$ cat config.mk
export PLATFORM = sky130hd
export DESIGN_NAME = sample_ring_fifo_drop_count_flat
export DESIGN_NICKNAME = d
export VERILOG_FILES = /design/src/rtl/srfdc_pkg.sv /design/src/rtl/srfdc_if.sv /design/src/rtl/sample_ring_fifo_drop_count.sv /design/src/rtl/srfdc_ram.sv /design/src/rtl/srfdc_cmd_queue.sv /design/src/rtl/srfdc_front.sv /design/src/rtl/srfdc_back.sv /design/src/flat_wrapper.sv
export SDC_FILE = /design/constraint.sdc
export NUM_CORES = 2
export LEC_CHECK = 0
export BUFFER_PORTS_ARGS = -buffer_cell sky130_fd_sc_hd__buf_4
export CORE_MARGIN = 3
export CORE_UTILIZATION = 50
export CTS_BUF_LIST = sky130_fd_sc_hd__clkbuf_4
export DETAILED_ROUTE_END_ITERATION = 16
export HOLD_SLACK_MARGIN = 0.08
export PLACE_DENSITY = 0.69
export SETUP_SLACK_MARGIN = 0.5
export SYNTH_ARGS = -nofsm -noshare
export SYNTH_HDL_FRONTEND = slang
export SYNTH_SLANG_ARGS = --single-unit
$ cat constraint.sdc
create_clock -name clk -period 7.55 [get_ports clk]
set_input_delay 1.51 -clock clk [delete_from_list [all_inputs] [get_ports clk]]
set_output_delay 1.51 -clock clk [all_outputs]
set_load 0.05 [all_outputs]
$ cat src/rtl/srfdc_pkg.sv
`default_nettype none

package srfdc_pkg;

  localparam int DEPTH_DEF        = 64;
  localparam int SAMPLE_WIDTH_DEF = 32;
  localparam int QUEUE_DEPTH      = 2;

  localparam int KIND_W  = 2;
  localparam int DATA_W  = 32;
  localparam int MAXC_W  = 6;
  localparam int FILL_W  = 6;
  localparam int DROP_W  = 32;

  localparam logic [KIND_W-1:0] KIND_PUSH  = 2'd0;
  localparam logic [KIND_W-1:0] KIND_POP   = 2'd1;
  localparam logic [KIND_W-1:0] KIND_CLEAR = 2'd2;

  typedef enum logic [1:0] {
    OP_PUSH,
    OP_POP,
    OP_CLEAR,
    OP_NOP
  } op_t;

  typedef struct packed {
    op_t               op;
    logic [DATA_W-1:0] sample_bits;
    logic              batch_last;
    logic [MAXC_W-1:0] max_count;
  } cmd_t;

  typedef struct packed {
    logic [DATA_W-1:0] data;
    logic              data_valid;
    logic              last;
    logic              accepted;
    logic              batch_end;
    logic [FILL_W-1:0] fill_level;
    logic [DROP_W-1:0] dropped_total;
  } res_t;

  typedef enum logic {
    BS_IDLE,
    BS_POP
  } back_state_t;

endpackage

`default_nettype wire

$ cat src/rtl/srfdc_if.sv
`default_nettype none

interface srfdc_in_if;
  import srfdc_pkg::*;

  logic              valid;
  logic              ready;
  logic [KIND_W-1:0] kind;
  logic [DATA_W-1:0] sample_bits;
  logic              batch_last;
  logic [MAXC_W-1:0] max_count;

  modport source(output valid, output kind, output sample_bits, output batch_last,
                 output max_count, input ready);
  modport sink(input valid, input kind, input sample_bits, input batch_last,
               input max_count, output ready);
endinterface

interface srfdc_out_if;
  import srfdc_pkg::*;

  logic              valid;
  logic              ready;
  logic [DATA_W-1:0] data;
  logic              data_valid;
  logic              last;
  logic              accepted;
  logic              batch_end;
  logic [FILL_W-1:0] fill_level;
  logic [DROP_W-1:0] dropped_total;

  modport source(output valid, output data, output data_valid, output last,
                 output accepted, output batch_end, output fill_level,
                 output dropped_total, input ready);
  modport sink(input valid, input data, input data_valid, input last,
               input accepted, input batch_end, input fill_level,
               input dropped_total, output ready);
endinterface

`default_nettype wire

$ cat src/rtl/sample_ring_fifo_drop_count.sv
`default_nettype none
// Channel  Dir  Payload                                                   Handshake
// in_ch    in   kind, sample_bits, batch_last, max_count                  valid/ready
// out_ch   out  data, data_valid, last, accepted, batch_end, fill_level,  valid/ready
//              dropped_total
//
// Push, clear and other requests give one result each; a pop that returns n samples
// reads them through the registered read of the sample memory, then gives one result
// per cycle while out_ch.ready is high. A single result passes the command queue entry
// and the result register after accept; the first sample of a pop also the memory read.
// Reset is synchronous: pointers, drop counter and command queue clear at once;
// the sample memory is left as is. A held result stalls the executor, the
// two-entry command queue fills, then in_ch.ready drops.

module sample_ring_fifo_drop_count #(
  parameter int DEPTH        = srfdc_pkg::DEPTH_DEF,
  parameter int SAMPLE_WIDTH = srfdc_pkg::SAMPLE_WIDTH_DEF
) (
  input  wire logic     clk,
  input  wire logic     rst_n,
  srfdc_in_if.sink      in_ch,
  srfdc_out_if.source   out_ch
);
  import srfdc_pkg::*;

  logic  q_wr, q_full, q_rd, q_not_empty, out_valid;
  cmd_t  q_wdata, q_rdata;
  res_t  out_res;

  srfdc_front u_front (
    .in_ch   (in_ch),
    .q_full  (q_full),
    .q_wr    (q_wr),
    .q_wdata (q_wdata)
  );

  srfdc_cmd_queue u_queue (
    .clk       (clk),
    .rst_n     (rst_n),
    .wr_en     (q_wr),
    .wr_data   (q_wdata),
    .full      (q_full),
    .rd_en     (q_rd),
    .rd_data   (q_rdata),
    .not_empty (q_not_empty)
  );

  srfdc_back #(
    .DEPTH        (DEPTH),
    .SAMPLE_WIDTH (SAMPLE_WIDTH)
  ) u_back (
    .clk       (clk),
    .rst_n     (rst_n),
    .cmd_valid (q_not_empty),
    .cmd       (q_rdata),
    .cmd_take  (q_rd),
    .out_ready (out_ch.ready),
    .out_valid (out_valid),
    .out_res   (out_res)
  );

  assign out_ch.valid         = out_valid;
  assign out_ch.data          = out_res.data;
  assign out_ch.data_valid    = out_res.data_valid;
  assign out_ch.last          = out_res.last;
  assign out_ch.accepted      = out_res.accepted;
  assign out_ch.batch_end     = out_res.batch_end;
  assign out_ch.fill_level    = out_res.fill_level;
  assign out_ch.dropped_total = out_res.dropped_total;

  a_reset_quiet: assert property (@(posedge clk) !rst_n |=> !out_ch.valid)
    else $error("result valid after reset");

  a_invalid_zero: assert property (@(posedge clk) disable iff (!rst_n)
    out_ch.valid && !out_ch.data_valid |-> out_ch.data == '0)
    else $error("nonzero data on invalid result");

  a_push_shape: assert property (@(posedge clk) disable iff (!rst_n)
    out_ch.valid && (out_ch.accepted || out_ch.batch_end) |->
      out_ch.last && !out_ch.data_valid)
    else $error("push result malformed");

  a_fill_bound: assert property (@(posedge clk) disable iff (!rst_n)
    out_ch.valid |-> (DEPTH > 64) || (out_ch.fill_level <= 6'(DEPTH - 1)))
    else $error("fill level beyond ring capacity");

  a_take_needs_cmd: assert property (@(posedge clk) disable iff (!rst_n)
    q_rd |-> q_not_empty)
    else $error("command taken from empty queue");

endmodule

`default_nettype wire

$ cat src/rtl/srfdc_ram.sv
`default_nettype none

module srfdc_ram #(
  parameter int WIDTH = 32,
  parameter int DEPTH = 64
) (
  input  wire logic                       clk,
  input  wire logic                       we,
  input  wire logic [$clog2(DEPTH)-1:0]   waddr,
  input  wire logic [WIDTH-1:0]           wdata,
  input  wire logic                       re,
  input  wire logic [$clog2(DEPTH)-1:0]   raddr,
  output logic      [WIDTH-1:0]           rdata
);

  logic [WIDTH-1:0] mem [DEPTH];

  always_ff @(posedge clk) begin
    if (we) begin
      mem[waddr] <= wdata;
    end
    if (re) begin
      rdata <= mem[raddr];
    end
  end

endmodule

`default_nettype wire

$ cat src/rtl/srfdc_cmd_queue.sv
`default_nettype none

module srfdc_cmd_queue (
  input  wire logic             clk,
  input  wire logic             rst_n,
  input  wire logic             wr_en,
  input  wire srfdc_pkg::cmd_t  wr_data,
  output logic                  full,
  input  wire logic             rd_en,
  output srfdc_pkg::cmd_t       rd_data,
  output logic                  not_empty
);
  import srfdc_pkg::*;

  localparam int QPW = (QUEUE_DEPTH > 1) ? $clog2(QUEUE_DEPTH) : 1;
  localparam int QCW = $clog2(QUEUE_DEPTH + 1);

  cmd_t             entry_r [QUEUE_DEPTH];
  logic [QPW-1:0]   wptr_r, wptr_nxt;
  logic [QPW-1:0]   rptr_r, rptr_nxt;
  logic [QCW-1:0]   count_r, count_nxt;
  logic             do_wr, do_rd;

  function automatic logic [QPW-1:0] qptr_inc(input logic [QPW-1:0] p);
    return (p == QPW'(QUEUE_DEPTH - 1)) ? '0 : p + QPW'(1);
  endfunction

  assign full      = (count_r == QCW'(QUEUE_DEPTH));
  assign not_empty = (count_r != '0);
  assign do_wr     = wr_en && !full;
  assign do_rd     = rd_en && not_empty;
  assign rd_data   = entry_r[rptr_r];

  always_comb begin
    wptr_nxt  = do_wr ? qptr_inc(wptr_r) : wptr_r;
    rptr_nxt  = do_rd ? qptr_inc(rptr_r) : rptr_r;
    count_nxt = count_r;
    if (do_wr && !do_rd) begin
      count_nxt = count_r + QCW'(1);
    end else if (do_rd && !do_wr) begin
      count_nxt = count_r - QCW'(1);
    end
  end

  always_ff @(posedge clk) begin
    if (!rst_n) begin
      wptr_r  <= '0;
      rptr_r  <= '0;
      count_r <= '0;
    end else begin
      wptr_r  <= wptr_nxt;
      rptr_r  <= rptr_nxt;
      count_r <= count_nxt;
    end
  end

  always_ff @(posedge clk) begin
    if (do_wr) begin
      entry_r[wptr_r] <= wr_data;
    end
  end

endmodule

`default_nettype wire

$ cat src/rtl/srfdc_front.sv
`default_nettype none

module srfdc_front (
  srfdc_in_if.sink              in_ch,
  input  wire logic             q_full,
  output logic                  q_wr,
  output srfdc_pkg::cmd_t       q_wdata
);
  import srfdc_pkg::*;

  op_t op;

  always_comb begin
    unique case (in_ch.kind)
      KIND_PUSH:  op = OP_PUSH;
      KIND_POP:   op = OP_POP;
      KIND_CLEAR: op = OP_CLEAR;
      default:    op = OP_NOP;
    endcase
  end

  assign in_ch.ready = !q_full;
  assign q_wr        = in_ch.valid && !q_full;

  always_comb begin
    q_wdata.op          = op;
    q_wdata.sample_bits = in_ch.sample_bits;
    q_wdata.batch_last  = in_ch.batch_last;
    q_wdata.max_count   = in_ch.max_count;
  end

endmodule

`default_nettype wire

$ cat src/rtl/srfdc_back.sv
`default_nettype none

module srfdc_back #(
  parameter int DEPTH        = srfdc_pkg::DEPTH_DEF,
  parameter int SAMPLE_WIDTH = srfdc_pkg::SAMPLE_WIDTH_DEF
) (
  input  wire logic             clk,
  input  wire logic             rst_n,
  input  wire logic             cmd_valid,
  input  wire srfdc_pkg::cmd_t  cmd,
  output logic                  cmd_take,
  input  wire logic             out_ready,
  output logic                  out_valid,
  output srfdc_pkg::res_t       out_res
);
  import srfdc_pkg::*;

  localparam int PW = $clog2(DEPTH);
  localparam int MW = (PW > MAXC_W) ? PW : MAXC_W;

  back_state_t         state_r, state_nxt;
  logic [PW-1:0]       wp_r, wp_nxt;
  logic [PW-1:0]       rp_r, rp_nxt;
  logic [DROP_W-1:0]   drop_r, drop_nxt;
  logic [MAXC_W-1:0]   remain_r, remain_nxt;
  logic                out_valid_r, out_valid_nxt;
  res_t                out_r, res_nxt;

  logic [PW:0]         wp_x, rp_x, fsum;
  logic [PW-1:0]       fill_cur;
  logic                full;
  logic [MAXC_W-1:0]   n_pop;
  logic                can_load, take, load;
  logic                ram_we, ram_re;
  logic [SAMPLE_WIDTH-1:0] ram_rdata;

  function automatic logic [PW-1:0] ptr_inc(input logic [PW-1:0] p);
    return (p == PW'(DEPTH - 1)) ? '0 : p + PW'(1);
  endfunction

  assign wp_x     = {1'b0, wp_r};
  assign rp_x     = {1'b0, rp_r};
  assign fsum     = (wp_x >= rp_x) ? (wp_x - rp_x) : (wp_x + (PW+1)'(DEPTH) - rp_x);
  assign fill_cur = fsum[PW-1:0];
  assign full     = (fill_cur == PW'(DEPTH - 1));
  assign n_pop    = (MW'(fill_cur) < MW'(cmd.max_count)) ? MAXC_W'(fill_cur) : cmd.max_count;

  assign can_load  = !out_valid_r || out_ready;
  assign take      = (state_r == BS_IDLE) && cmd_valid && can_load;
  assign cmd_take  = take;
  assign out_valid = out_valid_r;
  assign out_res   = out_r;

  always_comb begin
    state_nxt = state_r;
    unique case (state_r)
      BS_IDLE: begin
        if (take && cmd.op == OP_POP && n_pop != '0) begin
          state_nxt = BS_POP;
        end
      end
      BS_POP: begin
        if (can_load && remain_r == '0) begin
          state_nxt = BS_IDLE;
        end
      end
      default: state_nxt = BS_IDLE;
    endcase
  end

  always_comb begin
    wp_nxt     = wp_r;
    rp_nxt     = rp_r;
    drop_nxt   = drop_r;
    remain_nxt = remain_r;
    ram_we     = 1'b0;
    ram_re     = 1'b0;
    load       = 1'b0;
    res_nxt.data          = '0;
    res_nxt.data_valid    = 1'b0;
    res_nxt.last          = 1'b1;
    res_nxt.accepted      = 1'b0;
    res_nxt.batch_end     = 1'b0;
    res_nxt.fill_level    = FILL_W'(fill_cur);
    res_nxt.dropped_total = drop_r;
    unique case (state_r)
      BS_IDLE: begin
        if (take) begin
          unique case (cmd.op)
            OP_PUSH: begin
              load              = 1'b1;
              res_nxt.batch_end = cmd.batch_last;
              if (!full) begin
                ram_we             = 1'b1;
                wp_nxt             = ptr_inc(wp_r);
                res_nxt.accepted   = 1'b1;
                res_nxt.fill_level = FILL_W'(fill_cur + PW'(1));
              end else begin
                drop_nxt              = drop_r + DROP_W'(1);
                res_nxt.dropped_total = drop_r + DROP_W'(1);
              end
            end
            OP_POP: begin
              if (n_pop == '0) begin
                load = 1'b1;
              end else begin
                ram_re     = 1'b1;
                rp_nxt     = ptr_inc(rp_r);
                remain_nxt = n_pop - MAXC_W'(1);
              end
            end
            OP_CLEAR: begin
              load                  = 1'b1;
              wp_nxt                = '0;
              rp_nxt                = '0;
              drop_nxt              = '0;
              res_nxt.fill_level    = '0;
              res_nxt.dropped_total = '0;
            end
            OP_NOP: begin
              load = 1'b1;
            end
          endcase
        end
      end
      BS_POP: begin
        if (can_load) begin
          load               = 1'b1;
          res_nxt.data       = DATA_W'(ram_rdata);
          res_nxt.data_valid = 1'b1;
          res_nxt.last       = (remain_r == '0);
          if (remain_r != '0) begin
            ram_re     = 1'b1;
            rp_nxt     = ptr_inc(rp_r);
            remain_nxt = remain_r - MAXC_W'(1);
          end
        end
      end
      default: ;
    endcase
  end

  assign out_valid_nxt = load || (out_valid_r && !out_ready);

  always_ff @(posedge clk) begin
    if (!rst_n) begin
      state_r     <= BS_IDLE;
      wp_r        <= '0;
      rp_r        <= '0;
      drop_r      <= '0;
      remain_r    <= '0;
      out_valid_r <= 1'b0;
    end else begin
      state_r     <= state_nxt;
      wp_r        <= wp_nxt;
      rp_r        <= rp_nxt;
      drop_r      <= drop_nxt;
      remain_r    <= remain_nxt;
      out_valid_r <= out_valid_nxt;
    end
  end

  always_ff @(posedge clk) begin
    if (load) begin
      out_r <= res_nxt;
    end
  end

  srfdc_ram #(
    .WIDTH (SAMPLE_WIDTH),
    .DEPTH (DEPTH)
  ) u_store (
    .clk   (clk),
    .we    (ram_we),
    .waddr (wp_r),
    .wdata (SAMPLE_WIDTH'(cmd.sample_bits)),
    .re    (ram_re),
    .raddr (rp_r),
    .rdata (ram_rdata)
  );

endmodule

`default_nettype wire
$ cat src/flat_wrapper.sv
// flat-port wrapper written by rule: the top's interface ports become plain ports
module sample_ring_fifo_drop_count_flat import srfdc_pkg::*;
#(
  parameter int DEPTH        = srfdc_pkg::DEPTH_DEF,
  parameter int SAMPLE_WIDTH = srfdc_pkg::SAMPLE_WIDTH_DEF
)
  (clk, rst_n, in_ch_valid, in_ch_kind, in_ch_sample_bits, in_ch_batch_last, in_ch_max_count, in_ch_ready, out_ch_valid, out_ch_data, out_ch_data_valid, out_ch_last, out_ch_accepted, out_ch_batch_end, out_ch_fill_level, out_ch_dropped_total, out_ch_ready);
  srfdc_in_if in_ch_i ();
  srfdc_out_if out_ch_i ();
  input  wire logic clk;
  input  wire logic rst_n;
  input wire logic [$bits(in_ch_i.valid)-1:0] in_ch_valid;
  input wire logic [$bits(in_ch_i.kind)-1:0] in_ch_kind;
  input wire logic [$bits(in_ch_i.sample_bits)-1:0] in_ch_sample_bits;
  input wire logic [$bits(in_ch_i.batch_last)-1:0] in_ch_batch_last;
  input wire logic [$bits(in_ch_i.max_count)-1:0] in_ch_max_count;
  output wire logic [$bits(in_ch_i.ready)-1:0] in_ch_ready;
  output wire logic [$bits(out_ch_i.valid)-1:0] out_ch_valid;
  output wire logic [$bits(out_ch_i.data)-1:0] out_ch_data;
  output wire logic [$bits(out_ch_i.data_valid)-1:0] out_ch_data_valid;
  output wire logic [$bits(out_ch_i.last)-1:0] out_ch_last;
  output wire logic [$bits(out_ch_i.accepted)-1:0] out_ch_accepted;
  output wire logic [$bits(out_ch_i.batch_end)-1:0] out_ch_batch_end;
  output wire logic [$bits(out_ch_i.fill_level)-1:0] out_ch_fill_level;
  output wire logic [$bits(out_ch_i.dropped_total)-1:0] out_ch_dropped_total;
  input wire logic [$bits(out_ch_i.ready)-1:0] out_ch_ready;
  assign in_ch_i.valid = in_ch_valid;
  assign in_ch_i.kind = in_ch_kind;
  assign in_ch_i.sample_bits = in_ch_sample_bits;
  assign in_ch_i.batch_last = in_ch_batch_last;
  assign in_ch_i.max_count = in_ch_max_count;
  assign in_ch_ready = in_ch_i.ready;
  assign out_ch_valid = out_ch_i.valid;
  assign out_ch_data = out_ch_i.data;
  assign out_ch_data_valid = out_ch_i.data_valid;
  assign out_ch_last = out_ch_i.last;
  assign out_ch_accepted = out_ch_i.accepted;
  assign out_ch_batch_end = out_ch_i.batch_end;
  assign out_ch_fill_level = out_ch_i.fill_level;
  assign out_ch_dropped_total = out_ch_i.dropped_total;
  assign out_ch_i.ready = out_ch_ready;
  sample_ring_fifo_drop_count #(.DEPTH(DEPTH), .SAMPLE_WIDTH(SAMPLE_WIDTH)) u_core (.clk(clk), .rst_n(rst_n), .in_ch(in_ch_i), .out_ch(out_ch_i));
endmodule
==> results.json <==
{
  "start_util_pct": 50.5,
  "syn_inst": 3833,
  "synth_edf_count": 2236,
  "syn_area_um2": 88000,
  "cts_resized": 0,
  "grt_pass1_wl_um": 314000,
  "fin_skew_ps": 145,
  "placementRows": 153,
  "viasPerCell": 6.12,
  "finish.utilization_pct": 57.1,
  "final_cell_count_no_fill": 7164,
  "cts_made_buffers": 590,
  "period_share_pct": 86.2,
  "clk_latency_ps": 1370,
  "drt_iter0_drc": 5371,
  "fp.dieH_um": 426,
  "cp-start-kind": "register",
  "worstRegToRegCells": 13,
  "final_nets": 4534,
  "dr.pass1.iters": 6,
  "clkSinkCount": 2293,
  "outcome": "complete, no violations",
  "fin_area_um2": 99600,
  "io_pins": 121,
  "synth_top_family_by_area": "multiplexers",
  "crit_type": "reg2reg",
  "holdCritStartpoint": "in_ch_sample_bits[13]",
  "synth_warnings": 0,
  "synth.mux.area_fraction_pct": 17.5,
  "dpl_cell_area_um2": 92600,
  "synthXorXnorAreaFrac_pct": 0.219,
  "holdPathStages": 1,
  "num_vias": 43800,
  "critPathRequiredTime_ps": 8440,
  "ys_seq_area_share_pct": 77.6,
  "cts_setup_buffers": 0,
  "synth_cell_type_count": 68,
  "die_x_um": 426,
  "dp_hpwl_um": 124000,
  "slew-limit-headroom_pct": 4.09,
  "power.total_mw": 33.3,
  "synthFlopType": "edfxtp_1",
  "final_hold_viol_count": 0,
  "whs_ps": 371,
  "final_antenna_net_count": 0,
  "grt_usage_pct": 24.4,
  "clockBufferDepth": 4,
  "cts-root-buf": "clkbuf_4",
  "syn_area_per_cell_um2": 23.0,
  "core_um2": 174000,
  "cts_tree": "built",
  "synth_compound_area_share_pct": 1.22,
  "wl_per_cell_um": 30.3,
  "dp_slack_ps": 559,
  "synthArstFlopShare_pct": 0,
  "dp.cells": 6205,
  "crit_start": "u_core.u_back.rp_r[0]",
  "cp-end-kind": "register",
  "hold_buffers": 0,
  "fin_crit_ps": 6510,
  "first_global_vias": 45300,
  "io_buffers": 120,
  "drc_errors": 0,
  "fmax_mhz": 154,
  "synthSimpleGateAreaFrac_pct": 2.25,
  "r2r-start": "u_core.u_back.rp_r[0]",
  "synthAdderAreaFrac_pct": 0.250,
  "crit_fanout": 35,
  "gp_congestion": 0.851,
  "power_density_nw_per_um2": 335,
  "drv_cap": 0,
  "fillers": 12800,
  "min_path_type": "in2reg",
  "finalSetupViolCount": 0,
  "irDropWorstVdd_v": 0.000277,
  "ys_ff_latch": 2293,
  "worst_slew_pin_slew_ps": 1430,
  "drt_wl_total_um": 217000,
  "worst_ep_arrival_time_ps": 7400,
  "rsz0062_at_grt": "false",
  "grt.overflow.total": 0,
  "synth_fp_nets": 3895,
  "setup_slack_ps": 1040,
  "leakage_nw": 31.1,
  "die_area_um2": 181000,
  "htree_levels": 6,
  "cts.clk_slew.worst_paths_ps": 60,
  "grt_start_max_net_pins": 144,
  "final_layout_size_suffix_gt1_share_pct": 39.3,
  "tns_ps": 0,
  "area_delta_synth_final_pct": 13.1,
  "drv_slew": 0,
  "grt_antenna_before_repair": 13
}
-- state kept, by name, indices dropped and copies added (netlist names), named ones only --
| register | count |
|---|---|
| u_core.u_back.drop_r | 32 |
| u_core.u_back.out_res | 74 |
| u_core.u_back.out_valid | 1 |
| u_core.u_back.remain_r | 6 |
| u_core.u_back.rp_r | 6 |
| u_core.u_back.state_r | 1 |
| u_core.u_back.u_store.mem | 2048 |
| u_core.u_back.u_store.rdata | 32 |
| u_core.u_back.wp_r | 6 |
| u_core.u_queue.count_r | 2 |
| u_core.u_queue.entry_r | 82 |
| u_core.u_queue.rptr_r | 1 |
| u_core.u_queue.wptr_r | 1 |
-- power breakdown --
| group | switching, mW | total [mW] | internal (mW) |
|---|---|---|---|
| Combinational | 4.61 | 7.42 | 2.82 |
| Sequential | 0.252 | 15.8 | 15.6 |
| Clock | 4.79 | 10.1 | 5.30 |
| Total | 9.64 | 33.3 | 23.7 |
-- placed cells by master, fill, tap and decap left out, types with 7 or more instances in the layout --
cell / netlist / routed
a211oi_1: 17 / 15
a21oi_1: 42 / 42
a31oi_1: 25 / 25
and2_1: 58 / 58
and3_1: 13 / 12
buf_4: 0 / 241
bufinv_16: 0 / 8
clkbuf_4: 0 / 831
clkinv_1: 0 / 88
clkinv_2: 0 / 13
dfxtp_1: 57 / 52
diode_2: 0 / 8
edfxtp_1: 2236 / 2236
ha_1: 16 / 16
inv_1: 19 / 19
inv_2: 4 / 7
mux2_2: 38 / 37
mux2i_1: 17 / 17
mux4_2: 657 / 657
nand2_1: 94 / 94
nand3_1: 31 / 31
nand4_1: 11 / 11
nor2_1: 131 / 66
nor2_4: 0 / 65
nor3_1: 15 / 15
o21ai_0: 28 / 27
or3_1: 9 / 9
or4_1: 13 / 13
xnor2_1: 9 / 9
xor2_1: 13 / 13
-- cell type report --
| type | instances | area [µm²] | area share, % |
|---|---|---|---|
| Antenna cell | 8 | 20.0 | 0.0201 |
| Clock buffer | 831 | 6240 | 6.27 |
| Clock inverter | 120 | 699 | 0.702 |
| Inverter | 23 | 96.3 | 0.0968 |
| Multi-Input combinational cell | 1317 | 19400 | 19.5 |
| Sequential cell | 2293 | 68300 | 68.6 |
| Tap cell | 2325 | 2910 | 2.92 |
| Timing Repair Buffer | 247 | 1930 | 1.94 |
-- worst max-delay path, stage by stage (launching register included) --
cell      delay [ps]
dfxtp_4          680
ha_1             270
inv_1             60
fa_1             410
a21o_1           180
a21oi_1          200
xor2_1           380
inv_1            200
o2111a_1         160
buf_4            250
nor3_1           960
nand2_1          800
nor2_4          1060
buf_4            430
-- synthesized netlist by cell type, drive strengths merged (11+ instances only) --
master,n,area (µm²)
xor2,13,114
nand4,11,68.8
ha,16,200
inv,23,86.3
and3,13,81.3
buf,71,295
mux4,657,14800
nor3,15,75.1
mux2i,17,170
dfxtp,57,1140
a21oi,42,210
edfxtp,2236,67100
a31oi,25,156
a211oi,18,140
or4,13,97.6
and2,58,363
nor2,131,492
nand3,32,165
o21ai,29,145
nand2,95,364
mux2,38,428
clkbuf,129,484
-- routing by layer --
layer	GRT usage [%]	share of wire, %	up-vias
li1	-	-	17900
met2	38.5	49	2446
met4	8.43	2.9	6
met5	0	0.019	-
met3	7.09	10	379
met1	32.7	37	23000
-- final timing paths --
path                                      end  slack [ps]
min reg2reg         u_core.u_back.remain_r[5]         490
max          u_core.u_back.u_store.mem[49][5]        1040
min             u_core.u_queue.entry_r[1][20]         370
max reg2reg  u_core.u_back.u_store.mem[49][5]        1040
-- logic make-up after synthesis --
logic type	Yosys count
compound gates	160
xor+xnor	22
fa+ha+maj	17
buf+inv	223
flops	2293
mux	712
simple gates	406
Power figures use the tool's default switching activity.
